[src/design/scn_pkg.sv]
// package: widths, constants and per-stage types for the coherency normalizer
`default_nettype none
package scn_pkg;
    localparam int IN_WIDTH  = 32;
    localparam int OUT_FRAC  = 16;
    localparam int OUT_WIDTH = OUT_FRAC + 2;
    localparam int PW        = 2 * IN_WIDTH;
    localparam int SW        = IN_WIDTH;
    localparam int QW        = OUT_FRAC + 4;
    localparam int RW        = IN_WIDTH + 1;
    localparam int SQ_CELLS  = IN_WIDTH;
    localparam int DV_CELLS  = OUT_FRAC + 4;
    localparam int DIV_INT   = 3;

    typedef struct packed {
        logic                 vld;
        logic                 inv;
        logic                 neg_re;
        logic                 neg_im;
        logic [IN_WIDTH-1:0]  mag_re;
        logic [IN_WIDTH-1:0]  mag_im;
        logic [PW-1:0]        rem;
        logic [SW-1:0]        root;
        logic [PW-1:0]        prod;
    } t_sq;

    typedef struct packed {
        logic                 vld;
        logic                 inv;
        logic                 neg_re;
        logic                 neg_im;
        logic [SW-1:0]        root;
        logic [RW-1:0]        rem_re;
        logic [RW-1:0]        rem_im;
        logic [QW-1:0]        q_re;
        logic [QW-1:0]        q_im;
    } t_dv;

    function automatic logic [IN_WIDTH-1:0] f_mag(input logic [IN_WIDTH-1:0] x);
        f_mag = x[IN_WIDTH-1] ? (~x + 1'b1) : x;
    endfunction
endpackage
`default_nettype wire

[src/design/scn_div_cell.sv]
// one quotient bit of both restoring divisions, registered
`default_nettype none
module scn_div_cell (
    input  wire logic         i_clk,
    input  wire logic         i_rst_n,
    input  wire logic         i_first,
    input  wire scn_pkg::t_dv i_d,
    output scn_pkg::t_dv      o_d
);
    import scn_pkg::*;
    t_dv r_d, n_d;
    logic [RW:0] w_re, w_im, w_s;
    always_comb begin
        n_d = i_d;
        w_s = {2'b0, i_d.root};
        w_re = i_first ? {1'b0, i_d.rem_re} : {i_d.rem_re, 1'b0};
        w_im = i_first ? {1'b0, i_d.rem_im} : {i_d.rem_im, 1'b0};
        n_d.q_re = {i_d.q_re[QW-2:0], w_re >= w_s};
        n_d.q_im = {i_d.q_im[QW-2:0], w_im >= w_s};
        n_d.rem_re = (w_re >= w_s) ? RW'(w_re - w_s) : w_re[RW-1:0];
        n_d.rem_im = (w_im >= w_s) ? RW'(w_im - w_s) : w_im[RW-1:0];
    end
    always_ff @(posedge i_clk) begin
        if (!i_rst_n) r_d.vld <= 1'b0;
        else r_d.vld <= n_d.vld;
        r_d[$bits(t_dv)-2:0] <= n_d[$bits(t_dv)-2:0];
    end
    assign o_d = r_d;
endmodule
`default_nettype wire

[config.mk]
export PLATFORM = sky130hd
export DESIGN_NAME = scn_div_cell
export DESIGN_NICKNAME = d
export VERILOG_FILES = /design/src/design/scn_pkg.sv /design/src/design/scn_div_cell.sv
export SDC_FILE = /design/constraint.sdc
export NUM_CORES = 1
export LEC_CHECK = 0
export ABC_AREA = 1
export BUFFER_PORTS_ARGS = -buffer_cell sky130_fd_sc_hd__buf_2
export CORE_MARGIN = 2
export CORE_UTILIZATION = 35
export CTS_BUF_LIST = sky130_fd_sc_hd__clkbuf_4 sky130_fd_sc_hd__clkbuf_8
export DETAILED_ROUTE_END_ITERATION = 10
export PLACE_DENSITY = 0.58
export SKIP_LAST_GASP = 1
export SYNTH_ARGS = -nofsm -noshare
export SYNTH_HDL_FRONTEND = slang
export SYNTH_SLANG_ARGS = --single-unit
[constraint.sdc]
create_clock -name i_clk -period 4.2 [get_ports i_clk]
set_input_delay 0.63 -clock i_clk [delete_from_list [all_inputs] [get_ports i_clk]]
set_output_delay 0.63 -clock i_clk [all_outputs]
set_load 0.005 [all_outputs]
* After elaboration in Yosys (flattened, before gate mapping) *
Cells that the tools add are included.

cells by class
  $add $sub $neg = 2
  magnitude comparators = 2
  mux-type cells = 4

operators with widths
  cell                            count
  >= comparator 34 x 32 -> 1 bit  2
  2-to-1 mux 34 bit               2
  2-to-1 mux 33 bit               2
  subtractor 33 x 32 -> 33 bit    2

storage, ports and cells
  register bits = 142
  bits of input ports = 145
  word-level logic and storage cells = 17

* Depth between registers and ports, before layout *
  depth after elaboration = 3
  gate-level depth with buffers = 20

* Worst setup path after synthesis *
OpenSTA, ideal clock, no wires.

  path type = input to register
  start = input port i_first
  end = register r_d, in the netlist o_d[71]
  library setup time = 0.058 ns
  arrival time = 2.624 ns
  required time = 4.142 ns
  setup slack = 1.517 ns
  stages on the path = 20
  path buffers = 3
  cell sequence = inv_2 > clkbuf_1 > clkbuf_1 > nand2_1 > nand2_1 > ha_1 > nand2_2 > inv_1 > nand2_1 > nand2_1 > inv_2 > nand3_2 > nand2_1 > nand2_2 > nand2_2 > nand2_8 > inv_4 > buf_6 > nand2_1 > nand2_1

RTL lines
  what                            line                text
  start: declaration              scn_div_cell.sv:6   input wire logic i_first,
  end signal: indexed assignment  scn_div_cell.sv:26  r_d[$bits(t_dv)-2:0] <= n_d[$bits(t_dv)-2:0];
  end: declaration                scn_div_cell.sv:11  t_dv r_d, n_d;

==> results.toml <==
[route]
drtPass1Iterations = 5
vias_per_cell = 4.479
drt_iter0_drc = 638
wire_per_inst_microns = 14.46
vias = 10460
totalWireLength_mm = 33.78
drc_errors = 0
ant_nets = 0

[clock_tree]
clkSinkCount = 142
htree_num_levels = 4
hold_buffers = 0
numCtsBuffers = 17
cts_tree = "built"
clk_pin_slew_ns = 0.10
clockBufferDepth = 2
cts_root_buf = "clkbuf_8"
ctsResizeCount = 0
cts_setup_buffers = 0

[pwr]
p_leak_nw = 7.378
pwr-share-comb = 0.351
clkPwrFrac = 0.281
power_w = 0.004347
p_int_w = 0.002669
switching_share = 0.3860
irDropWorstVdd_uv = 171.8
seqPwrFrac = 0.368
power_switching_w = 0.001678
p_per_area_nw_per_um2 = 361.4

[timing]
setup_viol = 0
tightest_slew_ns = 0.4565
slew_headroom = 0.6957
fin_setup_tns_ns = 0
period_needed_ns = 2.956
rsz0062_at_grt = "false"
finalCritPeriodShare = 0.7037
fmax_mhz = 338.3
finalHoldWorstSlack_ns = 0.2482
slew_violations = 0
hold_violations = 0

[global_routing]
grt_overflow_total = 0
grt_max_degree = 43
grt_pass1_vias = 9545
antenna_found_initial = 0
grt_first_pass_wirelength_mm = 50.91
grtUsageTotal = 0.2260

[final_layout]
area_delta_synth_final_pct = 22.16
nNetsFinal = 2156
seqCellArea_sq_um = 2843
drive_gt1_frac = 0.1818
antenna_cells = 0
final_area_sq_um = 12030
fillers = 3093
multiInputGateArea_sq_um = 5725
largest_reg_flops = 142

[synthesis]
synthArstFlopShare = 0
synth-seq-cells = 142
yosysWarningCount = 0
ys.flop_type = "dfxtp_1"
synthesis.area_sq_um = 9846
synth_top_area_cell = "nand2_1"
postSynthCellCount = 1664
post-synth-top-area-fraction = 0.3134
yosys.cell_types.count = 30
syn_area_per_cell_sq_um = 5.917
synth_edf_count = 0
ys_top_cells_by_area = "nand2_1 (31%), dfxtp_1 (29%), inv_1 (11%)"
synth_commonest_cells = "nand2_1 (822), inv_1 (285), dfxtp_1 (142)"
yosysMostFrequentCell = "nand2_1"
synth_nets = 1875
ys_seq_area_frac = 0.2887

[placement]
placed_area_sq_um = 11590
routabilityCongestion = 0.9482
hpwlAfterDp_mm = 28.49
portBuffers = 284

[floorplanning]
die_area_sq_um = 29490
pin_count = 287
die_h_microns = 171.7
initial_utilization = 0.3554
fp-row-count = 61
dieWidth_microns = 171.7
placeableCoreArea_sq_um = 27710

[run_status]
outcome = "finished clean"

[worst_setup_path]
crit_type = "in2reg"
start_kind = "input pin"
end_kind = "register"
crit_path_frequent_cell = "nand2_1"
cp.arrival_ns = 3.38
cp_top_family = "simple AND/OR/NAND/NOR gates"
crit_path_cell_trace = "buf_2 -> inv_2 -> buf_4 -> nand2_1 -> nand2_1 -> ha_1 -> nand2_1 -> nor2_1 -> nand2_1 -> nor2_1 -> nand3_1 -> nand2_1 -> nor2_2 -> nand2_8 -> inv_4 -> nand2_1 -> nand2_1"
crit_required_ns = 4.63
critPathBufInv = 4
cpPeakStageDelay_ns = 0.35
worst-path-max-fanout = 36
cpMaxStageDelayCell = "ha_1"

[job]
drv_cap = 0

[worst_hold_path]
hold_class = "in2reg"
## logic make-up (layout without fill, tap and decap cells)
logic type	Yosys count	after routing	share of synthesized area
fa+ha+maj	66	66	0.08540
simple gates	1059	1059	0.4422
compound gates	54	54	0.02897
buf+inv	315	609	0.1298
flops	142	142	0.2887
xor+xnor	28	28	0.02491
## power groups by stage
stage / logic, W / clock network, W / registers [W]
2_1_floorplan: 0.000925 / 0 / 0.00166
3_3_place_gp: 0.00152 / 0 / 0.00163
3_5_place_dp: 0.00153 / 0 / 0.00163
4_1_cts: 0.00153 / 0.00127 / 0.00160
5_1_grt: 0.00174 / 0.00132 / 0.00162
6_report: 0.00153 / 0.00122 / 0.00160
## through the flow
step	cells	setup WS, ns	util
floorplan	1664	1.517	-
finish	2336	1.244	0.4341
CTS	2336	1.264	0.4341
global route	2336	1.046	0.4341
global placement	2304	0.7713	0.4185
detailed placement	2304	0.7549	0.4185
## cell type report
class	instances	share of cell area
multi-input cells	1207	0.4760
flip-flops and latches	142	0.2363
repair buffers	288	0.1217
inverters	289	0.09061
well taps	378	0.03932
clock buffers	17	0.01945
clock inverters	15	0.01654
## final timing paths
path	start	endpoint	slack [ns]	cells past startpoint
hold / removal	i_d[31]	o_d[32]$_DFF_P_	0.25	1
setup / recovery	i_first	o_d[62]$_DFF_P_	1.24	17
## layer usage
metal,track usage,up-vias,share of wire
met1,0.3046,4531,0.47
met5,0,-,0
li1,-,5544,-
met2,0.3850,370,0.46
met4,0.04090,0,0.0065
met3,0.03336,17,0.068
## cells in the final DEF, fill, tap and decap left out, types with 3 or more instances in the layout
master	netlist	final
nor2_2	8	8
buf_2	0	284
clkinv_8	0	3
nor2_1	71	71
inv_6	0	5
buf_4	0	3
and2_1	13	13
dfxtp_1	142	142
inv_1	285	285
ha_1	64	64
nand3_1	79	79
clkbuf_8	0	17
or2_2	4	4
xor2_1	28	28
nand3b_1	16	16
nand2_1	822	822
o21ai_0	6	6
nand2_2	11	11
nand4_1	10	10
nor3_1	14	14
a21oi_1	42	42
nor2_4	3	3
(Power assumes the default switching activity.)
