==> config.mk <==
export PLATFORM = sky130hd
export DESIGN_NAME = scn_sqrt_cell
export DESIGN_NICKNAME = d
export VERILOG_FILES = /design/src/design/scn_pkg.sv /design/src/design/scn_sqrt_cell.sv
export SDC_FILE = /design/constraint.sdc
export NUM_CORES = 1
export LEC_CHECK = 0
export BUFFER_PORTS_ARGS = -buffer_cell sky130_fd_sc_hd__buf_2
export CORE_AREA = 5 5 177 179
export CTS_BUF_LIST = sky130_fd_sc_hd__clkbuf_8
export DETAILED_ROUTE_END_ITERATION = 6
export DIE_AREA = 0 0 182 184
export MAX_ROUTING_LAYER = met4
export SYNTH_ARGS = -nofsm -noshare
export SYNTH_HDL_FRONTEND = slang
export SYNTH_SLANG_ARGS = --single-unit
==> constraint.sdc <==
create_clock -name i_clk -period 2.74 [get_ports i_clk]
set_input_delay 0.137 -clock i_clk [delete_from_list [all_inputs] [get_ports i_clk]]
set_output_delay 0.137 -clock i_clk [all_outputs]
set_load 0.02 [all_outputs]
==> src/design/scn_pkg.sv <==
// package: widths, constants and per-stage types for the coherency normalizer
`default_nettype none
package scn_pkg;
    localparam int IN_WIDTH  = 32;
    localparam int OUT_FRAC  = 16;
    localparam int OUT_WIDTH = OUT_FRAC + 2;
    localparam int PW        = 2 * IN_WIDTH;
    localparam int SW        = IN_WIDTH;
    localparam int QW        = OUT_FRAC + 4;
    localparam int RW        = IN_WIDTH + 1;
    localparam int SQ_CELLS  = IN_WIDTH;
    localparam int DV_CELLS  = OUT_FRAC + 4;
    localparam int DIV_INT   = 3;

    typedef struct packed {
        logic                 vld;
        logic                 inv;
        logic                 neg_re;
        logic                 neg_im;
        logic [IN_WIDTH-1:0]  mag_re;
        logic [IN_WIDTH-1:0]  mag_im;
        logic [PW-1:0]        rem;
        logic [SW-1:0]        root;
        logic [PW-1:0]        prod;
    } t_sq;

    typedef struct packed {
        logic                 vld;
        logic                 inv;
        logic                 neg_re;
        logic                 neg_im;
        logic [SW-1:0]        root;
        logic [RW-1:0]        rem_re;
        logic [RW-1:0]        rem_im;
        logic [QW-1:0]        q_re;
        logic [QW-1:0]        q_im;
    } t_dv;

    function automatic logic [IN_WIDTH-1:0] f_mag(input logic [IN_WIDTH-1:0] x);
        f_mag = x[IN_WIDTH-1] ? (~x + 1'b1) : x;
    endfunction
endpackage
`default_nettype wire

==> src/design/scn_sqrt_cell.sv <==
// one bit of the restoring square root, registered
`default_nettype none
module scn_sqrt_cell (
    input  wire logic         i_clk,
    input  wire logic         i_rst_n,
    input  wire scn_pkg::t_sq i_d,
    output scn_pkg::t_sq      o_d
);
    import scn_pkg::*;
    t_sq r_d, n_d;
    logic [SW+1:0] w_r, w_t;
    always_comb begin
        n_d = i_d;
        w_r = {i_d.rem[SW-1:0], i_d.prod[PW-1:PW-2]};
        w_t = {i_d.root, 2'b01};
        n_d.prod = {i_d.prod[PW-3:0], 2'b00};
        if (w_r >= w_t) begin
            n_d.rem = PW'(w_r - w_t);
            n_d.root = {i_d.root[SW-2:0], 1'b1};
        end else begin
            n_d.rem = PW'(w_r);
            n_d.root = {i_d.root[SW-2:0], 1'b0};
        end
    end
    always_ff @(posedge i_clk) begin
        if (!i_rst_n) r_d.vld <= 1'b0;
        else r_d.vld <= n_d.vld;
        r_d[$bits(t_sq)-2:0] <= n_d[$bits(t_sq)-2:0];
    end
    assign o_d = r_d;
endmodule
`default_nettype wire

### After elaboration in Yosys (flattened, before gate mapping)

Cells that the tools add are included.

| word-level totals | value |
|---|---|
| flip-flop bits (word level) | 197 |
| bits in latches | 0 |
| memory bits (writable) | 0 |
| bits in read-only memories | 0 |
| bits of input ports | 230 |
| output and inout port bits | 228 |
| memories kept | 0 |

| operators by class | value |
|---|---|
| add/sub/neg operators | 1 |
| multipliers | 0 |
| divide/modulo/power cells | 0 |
| $lt $le $gt $ge | 1 |
| equal/unequal tests | 0 |
| shifts and indexed selects | 0 |
| multiplexer cells | 1 |
| bitwise logic cells | 0 |
| reductions and logical operators | 0 |

Operators by type and width:

| operator | count |
|---|---|
| $mux W66 | 1 |
| $sub A34 B34 Y35 | 1 |
| $ge A34 B34 Y1 | 1 |

### Longest topological paths before layout

| depth | value |
|---|---|
| depth in word-level cells | 2 |
| mapped depth | 14 |

### Worst setup path after synthesis

No wires, ideal clock.

| path | value |
|---|---|
| path type | input to register |
| start | input i_d[66] (netlist bit) |
| end | register r_d, in the netlist o_d[107] |
| setup time | 0.121 ns |
| data arrival time | 2.560 ns |
| required time | 2.619 ns |
| slack | 0.059 ns |
| stages | 13 |
| buffers on the path | 2 |
| cells stage by stage | inv_1 -> ha_1 -> a21oi_1 -> o21ai_1 -> o2111a_1 -> o211ai_4 -> nand4_4 -> a2111oi_4 -> or2_1 -> buf_6 -> inv_6 -> buf_8 -> mux2_4 |

RTL lines:

| item | RTL line | text |
|---|---|---|
| start: declaration | scn_sqrt_cell.sv:6 | `input wire scn_pkg::t_sq i_d,` |
| end signal: indexed assignment | scn_sqrt_cell.sv:28 | `r_d[$bits(t_sq)-2:0] <= n_d[$bits(t_sq)-2:0];` |
| end: declaration | scn_sqrt_cell.sv:10 | `t_sq r_d, n_d;` |

==> metrics.csv <==
metric,value,unit
status,"complete, no violations",
ant_nets,0,
clock_sinks,197,
hpwl,21.7,mm
grt_util_met1,17.7,%
crit_type,in2reg,
cts_tree,built,
hold_class,in2reg,
antenna_found_initial,4,
via_per_inst,4.00,
p_leak,5.86,nW
power_density,577,nW/um^2
drt_iter0_markers,164,
synthFlopType,dfxtp_1,
grt_pass1_vias,6802,
cts-root-buf,clkbuf_8,
wire_per_inst,17.4,um
relSlewSlack,59.1,%
ys_types,61,
fmax,365,MHz
crit_top_cell,buf_4,
layout_setup_ws,1.41,ps
required,3120,ps
initial_utilization,22.7,%
synth_edf_count,0,
largest_reg_flops,197,
ir_drop,0.000257,V
hold-worst-slack,53.4,ps
drive_above_1_share,45.5,%
crit_slowest_cell,dlygate4sd3_1,
fillers,2841,
synth_area,6680,sq um
die_y,184,um
tightest_slew,613,ps
avgSynthCellArea,11.8,sq um
post_cts_buffers,0,
dieArea,33500,sq um
htreeDepth,4,
worstPathMaxFanout,8,
timing.max_cap.violations,0,
fin_nets,1476,
synth_cells,564,
met3_usage,4.89,%
num_vias,6473,
cp-start-kind,primary input,
period_share,99.9,%
chipWidth,182,um
numCtsBuffers,17,
end_kind,register,
critPathMaxStageDelay,530,ps
yosysSeqAreaShare,59.0,%
placed_area,9350,sq um
busiest_layer,met2,
globalRouteTotalUtil,16.6,%
detailedPlace.worstSlack,-66.3,ps
wirelength,28.2,mm
gp_congestion,0.900,
detail_route.first_pass.iterations,4,
fin_total_pwr,0.00683,W
cts.path.max_buffers,2,
finalSetupTns,0,ps
ys_ff_latch,197,
gr-total-overflow,0,
port_buffers,423,
hold_violations,0,
crit_path_cell_trace,dlygate4sd3_1 > buf_2 > ha_1 > o211ai_2 > o21ai_1 > o2111a_2 > o211ai_4 > nand4_4 > a2111oi_4 > or2_4 > buf_4 > o31ai_1 > buf_4,
path_clk_slew,100,ps
grt_max_degree,31,
fin_area,11900,sq um
coreArea,29400,sq um
maxSlewViolCount,0,
async_flop_share,0,%
synth_warnings,0,
use_met2,29.6,%
route.detailed.drc,0,
fin_crit,2740,ps
rsz0062_at_grt,true,
rows,63,
pin_count,458,
worstPathArrival,3120,ps
grt_first_pass_wirelength,40.7,mm
finalSetupViolations,0,
areaGrowthSynthToFinish,77.4,%
## Yosys cell counts (9+ instances only)
| cell type | instances | area, sq um |
|---|---|---|
| a21o_1 | 21 | 158 |
| a21oi_1 | 24 | 120 |
| buf_4 | 31 | 233 |
| dfxtp_1 | 197 | 3940 |
| ha_1 | 34 | 425 |
| inv_1 | 40 | 150 |
| mux2_4 | 18 | 270 |
| nand2_1 | 19 | 71.3 |
| nand4_1 | 9 | 56.3 |
| nor2_1 | 19 | 71.3 |
| o21ai_0 | 21 | 105 |
| xnor2_1 | 19 | 166 |
## logic make-up after synthesis
group                      count (synthesis)  share of synthesized area (%)
buffers and inverters                     79                           6.73
AOI/OAI and AO/OA                        115                           12.0
muxes                                     26                           5.38
other                                      1                         0.0561
adders and majority gates                 34                           6.37
and+or+nand+nor                           85                           6.86
DFF                                      197                           59.0
xor gates and xnor gates                  27                           3.54
## through the flow
stage / instances / utilization, %
floorplan: 565 / -
global placement: 1387 / 31.8
detailed placement: 1387 / 31.8
CTS: 1614 / 39.7
global route: 1619 / 40.3
finish: 1619 / 40.3
## where the power goes
group | total, W | internal, W | switching [W]
registers | 0.00315 | 0.00308 | 0.0000663
clock network | 0.00182 | 0.000671 | 0.00115
logic | 0.00186 | 0.000853 | 0.00101
## timing repair
item                                    in CTS  in global routing
hold endpoints to repair                   194                  0
resized for setup                            0                 31
hold buffers                               195                  0
endpoints found under the setup margin       0                 29
## final cells by class
| type | count | area (sq um) | area share [%] |
|---|---|---|---|
| multi-input cells | 289 | 2420 | 20.4 |
| clock inverters | 15 | 143 | 1.20 |
| diodes | 4 | 10.0 | 0.0845 |
| repair buffers | 665 | 4420 | 37.3 |
| repair inverters | 1 | 11.3 | 0.0950 |
| clock buffers | 17 | 234 | 1.97 |
| flip-flops and latches | 197 | 3940 | 33.3 |
| well taps | 390 | 488 | 4.12 |
| inverters | 41 | 180 | 1.52 |
## worst paths after layout
kind / cells after the start / slack, ps / from / end
setup / recovery: 13 / 1 / i_d[97] / o_d[124]$_DFF_P_
hold / removal: 4 / 50 / i_d[122] / o_d[124]$_DFF_P_
## cell usage in the layout, fill, tap and decap left out, types with 7 or more instances in the layout
cell and n:
xnor2_1 19, ha_1 28, nand2_1 19, a21oi_1 21
nor2_1 17, inv_1 40, a21o_1 21, mux2_4 20
buf_4 47, dlygate4sd3_1 195, nand4_1 9, o21ai_0 20
nor3_1 7, buf_2 423, xor2_1 8, dfxtp_1 197
clkbuf_8 17
## layer usage
metal,vias to the layer above,wire (um)
li1,3210,-
met1,2984,10800
met2,256,14800
met3,23,2120
met4,0,583
met5,-,0
## critical path: cells and delay by family
family / cells / cell delay [ps]
and+or+nand+nor: 2 / 430
adders and majority gates: 1 / 300
buffers and inverters: 4 / 1030
AOI/OAI and AO/OA: 6 / 1220
(Power assumes the default switching activity.)
